**src/hdl/sidta_pkg.sv**
```systemverilog
package sidta_pkg;

   localparam int DATA_WIDTH    = 32;
   localparam int BCD_DIGITS    = 10;
   localparam int BCD_WIDTH     = 4 * BCD_DIGITS;
   localparam int BITS_PER_STEP = 4;
   localparam int CONV_STEPS    = DATA_WIDTH / BITS_PER_STEP;
   localparam int STEP_WIDTH    = $clog2(CONV_STEPS);
   localparam int CHAR_WIDTH    = 8;
   localparam int LEN_WIDTH     = 4;
   localparam int CAP_WIDTH     = 4;
   localparam int ADDR_WIDTH    = 3;
   localparam int CSR_WIDTH     = 32;

   localparam logic [CHAR_WIDTH-1:0] CHAR_ZERO  = 8'h30;
   localparam logic [CHAR_WIDTH-1:0] CHAR_MINUS = 8'h2D;
   localparam logic [CAP_WIDTH-1:0]  CAP_RESET  = 4'd12;

   localparam logic REG_CAPACITY = 1'b0;

   typedef struct packed {
      logic start;
      logic step;
      logic size;
      logic emit;
   } cmd_type;

   typedef struct packed {
      logic conv_last;
      logic emit_last;
      logic out_free;
   } status_type;

endpackage

```
**src/hdl/sidta_ctrl.sv**
```systemverilog
module sidta_ctrl (
   input  logic                  clock,
   input  logic                  reset,
   input  logic                  req_valid,
   output logic                  req_stall,
   input  sidta_pkg::status_type status,
   output sidta_pkg::cmd_type    cmd
);

   typedef enum logic [3:0] {
      ST_IDLE = 4'b0001,
      ST_CONV = 4'b0010,
      ST_SIZE = 4'b0100,
      ST_EMIT = 4'b1000
   } state_type;

   state_type state_ff;
   state_type state_in;

   always_comb begin
      state_in  = state_ff;
      cmd       = '0;
      req_stall = 1'b1;
      unique case (state_ff)
         ST_IDLE: begin
            req_stall = reset;
            if (req_valid && !reset) begin
               cmd.start = 1'b1;
               state_in  = ST_CONV;
            end
         end
         ST_CONV: begin
            cmd.step = 1'b1;
            if (status.conv_last) begin
               state_in = ST_SIZE;
            end
         end
         ST_SIZE: begin
            cmd.size = 1'b1;
            state_in = ST_EMIT;
         end
         ST_EMIT: begin
            if (status.out_free) begin
               cmd.emit = 1'b1;
               if (status.emit_last) begin
                  state_in = ST_IDLE;
               end
            end
         end
         default: begin
            state_in = ST_IDLE;
         end
      endcase
   end

   always_ff @(posedge clock) begin
      if (reset) begin
         state_ff <= ST_IDLE;
      end else begin
         state_ff <= state_in;
      end
   end

endmodule

```
**src/hdl/sidta_dp.sv**
```systemverilog
module sidta_dp (
   input  logic                                 clock,
   input  logic                                 reset,
   input  sidta_pkg::cmd_type                   cmd,
   output sidta_pkg::status_type                status,
   input  logic signed [sidta_pkg::DATA_WIDTH-1:0] req_value,
   input  logic [sidta_pkg::CAP_WIDTH-1:0]      capacity,
   output logic                                 rsp_valid,
   input  logic                                 rsp_stall,
   output logic [sidta_pkg::CHAR_WIDTH-1:0]     rsp_char_code,
   output logic [sidta_pkg::LEN_WIDTH-1:0]      rsp_length,
   output logic                                 rsp_is_last,
   output logic                                 rsp_is_empty
);

   localparam int DW = sidta_pkg::DATA_WIDTH;
   localparam int BW = sidta_pkg::BCD_WIDTH;
   localparam int LW = sidta_pkg::LEN_WIDTH;

   logic [DW-1:0]                       mag_ff, mag_in;
   logic [BW-1:0]                       bcd_ff, bcd_in;
   logic [sidta_pkg::STEP_WIDTH-1:0]    cnt_ff;
   logic                                neg_ff;
   logic                                zero_ff;
   logic [LW-1:0]                       pos_ff;
   logic [LW-1:0]                       len_ff;
   logic                                sign_ff;
   logic                                valid_ff;
   logic [sidta_pkg::CHAR_WIDTH-1:0]    char_ff;
   logic [LW-1:0]                       length_ff;
   logic                                last_ff;
   logic                                empty_ff;

   logic [DW-1:0]                       start_mag;
   logic [LW-1:0]                       num_digits;
   logic [LW-1:0]                       limit;
   logic [LW-1:0]                       eff_limit;
   logic [LW-1:0]                       keep_digits;
   logic                                keep_sign;
   logic [LW-1:0]                       pos_dec;
   logic [3:0]                          digit;
   logic [sidta_pkg::CHAR_WIDTH-1:0]    next_char;
   logic                                next_last;

   assign start_mag = req_value[DW-1] ? (~req_value + 1'b1) : req_value;

   always_comb begin
      bcd_in = bcd_ff;
      mag_in = mag_ff;
      for (int s = 0; s < sidta_pkg::BITS_PER_STEP; s++) begin
         for (int d = 0; d < sidta_pkg::BCD_DIGITS; d++) begin
            if (bcd_in[4*d +: 4] >= 4'd5) begin
               bcd_in[4*d +: 4] = bcd_in[4*d +: 4] + 4'd3;
            end
         end
         {bcd_in, mag_in} = {bcd_in, mag_in} << 1;
      end
   end

   always_comb begin
      num_digits = LW'(1);
      for (int d = 0; d < sidta_pkg::BCD_DIGITS; d++) begin
         if (bcd_ff[4*d +: 4] != 4'd0) begin
            num_digits = LW'(d + 1);
         end
      end
      limit = (capacity == '0) ? '0 : capacity - 1'b1;
      if (zero_ff) begin
         eff_limit = (capacity == '0) ? '0 : LW'(1);
      end else begin
         eff_limit = limit;
      end
      keep_digits = (num_digits < eff_limit) ? num_digits : eff_limit;
      keep_sign   = neg_ff && (keep_digits < eff_limit);
   end

   assign pos_dec = pos_ff - 1'b1;
   assign digit   = bcd_ff[{pos_dec, 2'b00} +: 4];

   always_comb begin
      if (len_ff == '0) begin
         next_char = '0;
         next_last = 1'b1;
      end else if (sign_ff) begin
         next_char = sidta_pkg::CHAR_MINUS;
         next_last = (pos_ff == '0);
      end else begin
         next_char = sidta_pkg::CHAR_ZERO + {4'b0000, digit};
         next_last = (pos_ff == LW'(1));
      end
   end

   assign status.conv_last = (cnt_ff == sidta_pkg::STEP_WIDTH'(sidta_pkg::CONV_STEPS - 1));
   assign status.emit_last = next_last;
   assign status.out_free  = !valid_ff || !rsp_stall;

   always_ff @(posedge clock) begin
      if (cmd.start) begin
         mag_ff  <= start_mag;
         bcd_ff  <= '0;
         cnt_ff  <= '0;
         neg_ff  <= req_value[DW-1];
         zero_ff <= (req_value == '0);
      end else if (cmd.step) begin
         mag_ff <= mag_in;
         bcd_ff <= bcd_in;
         cnt_ff <= cnt_ff + 1'b1;
      end
      if (cmd.size) begin
         pos_ff  <= keep_digits;
         sign_ff <= keep_sign;
         len_ff  <= keep_digits + LW'(keep_sign);
      end else if (cmd.emit) begin
         if (sign_ff) begin
            sign_ff <= 1'b0;
         end else if (pos_ff != '0) begin
            pos_ff <= pos_dec;
         end
      end
      if (cmd.emit) begin
         char_ff   <= next_char;
         length_ff <= len_ff;
         last_ff   <= next_last;
         empty_ff  <= (len_ff == '0);
      end
   end

   always_ff @(posedge clock) begin
      if (reset) begin
         valid_ff <= 1'b0;
      end else if (cmd.emit) begin
         valid_ff <= 1'b1;
      end else if (!rsp_stall) begin
         valid_ff <= 1'b0;
      end
   end

   assign rsp_valid     = valid_ff;
   assign rsp_char_code = char_ff;
   assign rsp_length    = length_ff;
   assign rsp_is_last   = last_ff;
   assign rsp_is_empty  = empty_ff;

endmodule

```
**src/hdl/signed_int_to_decimal_ascii.sv**
```systemverilog
// Signed 32-bit integer to decimal ASCII text, one character per output beat.
// The request channel (req_valid, req_stall, req_value) takes one value per
// beat. The response channel emits the characters most significant first;
// every beat carries the total length, and the final beat has rsp_is_last set.
// When nothing fits, a single beat with rsp_is_empty and rsp_is_last is sent.
// The capacity register at address 0 of the APB port counts a terminator
// slot, so a nonzero input value gets at most capacity minus one characters.
// A value is converted to BCD four bits per cycle, then the SIZE state sizes
// the string, and the beats follow one per cycle while the receiver does not
// stall. The next request is taken as soon as the last beat sits in the
// output register. While the receiver stalls, the output beat holds, and
// while beats remain to be emitted the block waits with req_stall high.
// Reset clears both channels and sets capacity to 12; no request is
// accepted during reset.
module signed_int_to_decimal_ascii (
   input  logic                                    clock,
   input  logic                                    reset,
   input  logic                                    req_valid,
   output logic                                    req_stall,
   input  logic signed [sidta_pkg::DATA_WIDTH-1:0] req_value,
   output logic                                    rsp_valid,
   input  logic                                    rsp_stall,
   output logic [sidta_pkg::CHAR_WIDTH-1:0]        rsp_char_code,
   output logic [sidta_pkg::LEN_WIDTH-1:0]         rsp_length,
   output logic                                    rsp_is_last,
   output logic                                    rsp_is_empty,
   input  logic                                    psel,
   input  logic                                    penable,
   input  logic                                    pwrite,
   input  logic [sidta_pkg::ADDR_WIDTH-1:0]        paddr,
   input  logic [sidta_pkg::CSR_WIDTH-1:0]         pwdata,
   output logic [sidta_pkg::CSR_WIDTH-1:0]         prdata,
   output logic                                    pready
);

   sidta_pkg::cmd_type    cmd;
   sidta_pkg::status_type status;

   logic [sidta_pkg::CAP_WIDTH-1:0] capacity_ff;
   logic                            reg_sel;

   assign pready  = 1'b1;
   assign reg_sel = (paddr[2] == sidta_pkg::REG_CAPACITY);

   always_ff @(posedge clock) begin
      if (reset) begin
         capacity_ff <= sidta_pkg::CAP_RESET;
      end else if (psel && penable && pwrite && reg_sel) begin
         capacity_ff <= pwdata[sidta_pkg::CAP_WIDTH-1:0];
      end
   end

   assign prdata = reg_sel ? sidta_pkg::CSR_WIDTH'(capacity_ff) : '0;

   sidta_ctrl u_ctrl (
      .clock     (clock),
      .reset     (reset),
      .req_valid (req_valid),
      .req_stall (req_stall),
      .status    (status),
      .cmd       (cmd)
   );

   sidta_dp u_dp (
      .clock         (clock),
      .reset         (reset),
      .cmd           (cmd),
      .status        (status),
      .req_value     (req_value),
      .capacity      (capacity_ff),
      .rsp_valid     (rsp_valid),
      .rsp_stall     (rsp_stall),
      .rsp_char_code (rsp_char_code),
      .rsp_length    (rsp_length),
      .rsp_is_last   (rsp_is_last),
      .rsp_is_empty  (rsp_is_empty)
   );

endmodule

```
**config.mk**
```make
export PLATFORM = sky130hd
export DESIGN_NAME = signed_int_to_decimal_ascii
export DESIGN_NICKNAME = d
export VERILOG_FILES = /design/src/hdl/sidta_pkg.sv /design/src/hdl/sidta_ctrl.sv /design/src/hdl/sidta_dp.sv /design/src/hdl/signed_int_to_decimal_ascii.sv
export SDC_FILE = /design/constraint.sdc
export NUM_CORES = 1
export LEC_CHECK = 0
export BUFFER_PORTS_ARGS = -buffer_cell sky130_fd_sc_hd__buf_2
export CORE_ASPECT_RATIO = 0.75
export CORE_MARGIN = 10
export CORE_UTILIZATION = 59
export DETAILED_ROUTE_END_ITERATION = 7
export PLACE_DENSITY = 0.8
export SLEW_MARGIN = 20
export SYNTH_ARGS = -nofsm -noshare
export SYNTH_HDL_FRONTEND = slang
export SYNTH_SLANG_ARGS = --single-unit
```
**constraint.sdc**
```tcl
create_clock -name clock -period 6 [get_ports clock]
set_clock_uncertainty 0.05 [all_clocks]
set_input_delay 0.6 -clock clock [delete_from_list [all_inputs] [get_ports clock]]
set_output_delay 0.6 -clock clock [all_outputs]
set_load 0.01 [all_outputs]
```
* Word-level counts from Yosys, hierarchy flattened
Cells that the tools add are included.
Operators by class: add/sub/neg operators 46, order comparisons 42, equal/unequal tests 12, shift operators 1, muxes and demuxes 80, bitwise logic cells 2, reductions and logical operators 29
Operators by type and width (number):
- 4-bit 2-to-1 mux | 51
- 4-bit by 3-bit greater-or-equal comparator with 1-bit output, second input constant | 40
- 4-bit by 2-bit adder with 4-bit output, second input constant | 36
- 32-bit 2-to-1 mux | 3
- 4-bit nonzero test | 10
- 40-bit by 7-bit variable part select with 4-bit output | 1
- 32-bit by 1-bit adder with 32-bit output, second input constant | 1
- 32-bit logical NOT | 1
- 32-bit NOT | 1
- 3-bit 2-to-1 mux | 8
- 4-bit one-hot mux with 4 select lines | 1
- 1-bit 2-to-1 mux | 14
- 3-bit by 2-bit adder with 3-bit output, second input constant | 4
- 4-bit logical NOT | 3
- 4-bit by 1-bit equality test with 1-bit output, second input constant | 2
- 4-bit less-than comparator | 2
- 4-bit by 1-bit subtractor with 4-bit output, second input constant | 2
- 6-bit by 4-bit adder with 7-bit output, first input constant | 1
- 6-bit 2-to-1 mux | 1
- 2-bit by 1-bit inequality test with 1-bit output, second input constant | 3
- 2-bit inequality test, second input constant | 3
- 2-bit nonzero test | 3
- 1-bit logical AND | 5
- 4-bit by 1-bit adder with 4-bit output | 1
- other kinds (12) | 15
Storage, ports and cells: bits in registers 108, input bits 74, output and inout bits 49

* Longest topological paths before layout
depth in word-level cells 15, gate-level depth with buffers 26, depth with buffers taken out 26

* Hierarchy
Synthesis repeated with hierarchy kept, for this count alone.
Second synthesis, totals: cell total of the unflattened synthesis 1288, area total of the unflattened synthesis 10642.7 sq um
Modules (own cells, without submodules):
- sidta_dp | times used 1, cells each 1208, area each 9952.0 sq um, sequential area each 2532.4 sq um
- signed_int_to_decimal_ascii | times used 1, cells each 53, area each 441.7 sq um, sequential area each 80.1 sq um
- sidta_ctrl | times used 1, cells each 27, area each 249.0 sq um, sequential area each 80.1 sq um

* Worst setup path after synthesis
No wires, ideal clock.
path kind register to register, start point register u_dp.bcd_ff[9], end point register u_dp.bcd_ff[10], library setup time 94 ps, arrival 4841 ps, data required time 5856 ps, setup slack 1015 ps, cell stages (with the launch flop) 24, path buffers 0, cell sequence dfxtp_1 inv_1 ha_1 nor2b_1 a2bb2oi_1 and2_1 inv_1 ha_1 nor2b_1 o311ai_0 a22oi_1 xnor2_1 ha_1 nand2b_1 nand3_1 mux2_2 a211oi_1 nor2b_1 ha_1 nor2b_1 a2111oi_0 nor3b_1 mux2_2 o22ai_1
On the way: word-level cells in the longest chain between the ends 8, elaborated cells on any way between the ends 12
RTL lines:
- start: declaration | line sidta_dp.sv:21 | logic [BW-1:0] bcd_ff, bcd_in;
- start signal: assignment | line sidta_dp.sv:106 | bcd_ff <= bcd_in;
- 4-bit by 2-bit adder with 4-bit output / 4-bit by 3-bit greater-or-equal comparator with 1-bit output (equally long branches) | line sidta_dp.sv:53, sidta_dp.sv:52
- 4-bit 2-to-1 mux * | line sidta_dp.sv:52 | if (bcd_in[4*d +: 4] >= 4'd5) begin
- 4-bit by 2-bit adder with 4-bit output / 4-bit by 3-bit greater-or-equal comparator with 1-bit output (equally long branches) | line sidta_dp.sv:53, sidta_dp.sv:52
- 4-bit 2-to-1 mux * | line sidta_dp.sv:52
- 4-bit by 3-bit greater-or-equal comparator with 1-bit output / 4-bit by 2-bit adder with 4-bit output (equally long branches) | line sidta_dp.sv:52, sidta_dp.sv:53
- 4-bit 2-to-1 mux * | line sidta_dp.sv:52
- 4-bit by 2-bit adder with 4-bit output / 4-bit by 3-bit greater-or-equal comparator with 1-bit output (equally long branches) | line sidta_dp.sv:53, sidta_dp.sv:52
- 4-bit 2-to-1 mux * | line sidta_dp.sv:52
Mark *: on every way between the ends. The rest lies on a longest branch, timed or not. A chain may end at the register's enable or synchronous reset.

* Worst setup path in the final report
start point register u_dp.bcd_ff[32], end point register u_dp.bcd_ff[34]
The elaborated chain is that of the path after synthesis.

==> run summary <==
largest net degree at the start of global routing -> 63
WHS -> 0.3927 ns
First-pass DRT Iterations -> 6
Final min period -> 5.606 ns
synth warn -> 0
max_slew headroom -> 0.4807
commonest cells after routing, fill and taps aside -> nand2_1, inv_1, ha_1
Antenna Nets Post-Route -> 0
capturing point of the worst reg2reg path -> u_dp.bcd_ff[34]$_SDFFE_PP0P_
Hold Crit Start -> u_dp.len_ff[2]$_DFFE_PP_
CP required -> 6.22 ns
Mapped Area -> 0.01082 mm²
most area-consuming cells after synthesis -> edfxtp_1, ha_1, dfxtp_1
setup_tns -> 0 ns
root buf cell -> clkbuf_16
port bufs -> 61
Fin. Hold Viols -> 0
Worst R2R Start -> u_dp.bcd_ff[32]$_SDFFE_PP0P_
status -> finished, final reports clean
CP Launch Type -> flip-flop
CP Max Fanout -> 6
I/O pins -> 123
area leader, netlist -> edfxtp_1
post-synthesis cell type count -> 78
post-route cell area -> 0.01157 mm²
clk buf depth -> 2
Setup Viol. Count Final -> 0
Total Wirelength -> 25540 µm
CP Class -> reg -> reg
most common cell after layout, fill and taps aside -> nand2_1
share of the synthesized area in the top cell type -> 0.1526
Hold Crit Class -> reg -> reg
Avg Synthesized Cell Area -> 8.332 µm²
final-layout fill cell count -> 1481
post-synthesis register bit count -> 107
initial core utilization -> 0.6075
total CTS buffers -> 9
CTS Sinks -> 107
layout cells sized above 1 -> 0.1183
Total GRT Usage -> 0.2024
DR DRC count -> 0
Crit. End Element -> flip-flop
Tightest Pin Transition -> 0.7790 ns
Hold EP -> u_dp.rsp_length[2]$_DFFE_PP_
area of the core -> 0.01781 mm²
flop2flop setup slack -> 0.39 ns
worst skew pair latency -> 0.36 ns
Avg WL per Cell -> 16.10 µm
Max Cap Viol -> 0
Seq/Total Area, Yosys -> 0.2488
cells after synthesis -> 1299
die height -> 137.3 µm
die width -> 176.4 µm
first-pass GRT wire length -> 41680 µm
Critical Path AT -> 5.82 ns
ys flop type -> edfxtp_1
gr ovfl total -> 0
TritonCTS clock tree -> yes
worst hold stages -> 0
RSZ-0062 raised after global routing -> yes
Final Max Tran Viols -> 0
initial antenna violation count -> 0
H-tree Lvls -> 3
antenna diode count -> 0
R2R depth -> 22
DP Area -> 0.01123 mm²
Util after Layout -> 0.6495
die area -> 0.02422 mm²
Area Growth Syn to Fin -> 6.913%
Final nets -> 1509
Async SR Flop Fraction -> 0
HPWL after DPL -> 19200 µm
# rows -> 42
Worst-path clk slew -> 0.08 ns
number of global-route vias before repair -> 8683
DR vias/cell -> 5.974
f_max -> 178.4 MHz
Post-synth EDFFs -> 55
routed vias -> 9475
DRT iter0 DRCs -> 860
GPL Wtd Cong -> 0.9251
Final period util -> 0.9343
[final cells by class]
cell class,count,area [µm²],area share
multi-input cells,1031,7462,0.6449
flip-flops and latches,107,2693,0.2327
inverters,118,442.9,0.03828
repair buffers,72,387.9,0.03352
well taps,242,302.8,0.02617
clock buffers,10,229.0,0.01979
clock inverters,6,53.80,0.004650
[how the worst max path moves through the flow]
stage                                      start                      endpoint  slack, ns  depth (start not counted)
CTS                  u_dp.bcd_ff[9]$_SDFFE_PP0P_  u_dp.bcd_ff[10]$_SDFFE_PP0P_       0.22                         24
global placement     u_dp.bcd_ff[9]$_SDFFE_PP0P_  u_dp.bcd_ff[10]$_SDFFE_PP0P_       0.46                         23
detailed placement   u_dp.bcd_ff[8]$_SDFFE_PP0P_  u_dp.bcd_ff[10]$_SDFFE_PP0P_       0.29                         24
finish              u_dp.bcd_ff[32]$_SDFFE_PP0P_  u_dp.bcd_ff[34]$_SDFFE_PP0P_       0.39                         22
floorplan            u_dp.bcd_ff[9]$_SDFFE_PP0P_  u_dp.bcd_ff[10]$_SDFFE_PP0P_       1.01                         23
global route         u_dp.bcd_ff[8]$_SDFFE_PP0P_  u_dp.bcd_ff[10]$_SDFFE_PP0P_      -0.11                         24
[worst max-delay path: stages, from the launching register on]
cell and delay, ns:
dfxtp_1 0.42, inv_1 0.09, ha_1 0.30, nand2b_1 0.13
a21oi_1 0.11, xnor2_1 0.39, inv_1 0.13, ha_1 0.21
nand2b_1 0.20, a311o_1 0.37, a32oi_1 0.24, xnor2_1 0.25
ha_1 0.30, nand2b_1 0.13, a21boi_0 0.31, o21ai_0 0.24
xnor2_2 0.33, ha_1 0.23, nor2b_1 0.29, o211ai_1 0.13
a31oi_2 0.32, nor2_1 0.08, o32ai_1 0.25
[sequential cells by signal (all words and copies together) (netlist names)]
signal,cells
u_ctrl.state_ff,4
u_dp.cnt_ff,3
u_dp.zero_ff,1
u_dp.rsp_valid,1
u_dp.neg_ff,1
u_dp.rsp_is_last,1
u_dp.bcd_ff,40
u_dp.mag_ff,32
u_dp.sign_ff,1
u_dp.rsp_char_code,6
u_dp.pos_ff,4
u_dp.rsp_length,4
capacity_ff,4
u_dp.len_ff,4
u_dp.rsp_is_empty,1
[through the flow]
step | worst slack (ns) | cells
after floorplan | 1.015 | 1328
after global placement | 0.4596 | 1568
after detailed placement | 0.2862 | 1568
after CTS | 0.2198 | 1584
after global routing | -0.1130 | 1586
final | 0.3940 | 1586
[synth_stat cells (all sizes together) (9+ instances only)]
cell    count
edfxtp     55
a211oi     17
nand2     127
xnor2      30
dfxtp      52
o21ai      98
buf        37
o31ai      22
a21o       20
o211ai     14
clkbuf     35
mux2i      48
and2       19
a31oi      10
o21a        9
or3        14
nor2       80
nor3b      10
nor3       17
nor2b      27
a211o      16
nand2b     38
ha         96
o22ai      13
nand3      18
xor2       36
a21oi      45
a221oi     13
mux2       26
inv       118
[layer usage]
| layer | GRT usage | up-vias | wire length, µm |
|---|---|---|---|
| met5 | 0 | - | 0 |
| met2 | 0.3291 | 264 | 11760 |
| li1 | - | 4735 | - |
| met3 | 0.02489 | 28 | 1449 |
| met1 | 0.2812 | 4448 | 12010 |
| met4 | 0.04751 | 0 | 322 |
[logic make-up after synthesis]
group | synth area share
muxes | 0.08809
xor gates and xnor gates | 0.05341
DFF | 0.2488
buffers and inverters | 0.07676
AOI/OAI and AO/OA | 0.2317
other | 0.0006939
adders and majority gates | 0.1110
and+or+nand+nor | 0.1896
[timing repair]
action | 4_1_cts | 5_1_grt
hold buffers | 0 | 0
endpoints found under the setup margin | 0 | 9
resized for setup | 0 | 10
setup buffers | 0 | 2
Power is left out: the tool's default activity adds up to more than one toggle a clock period on the data nets, which glitch-free logic cannot reach.
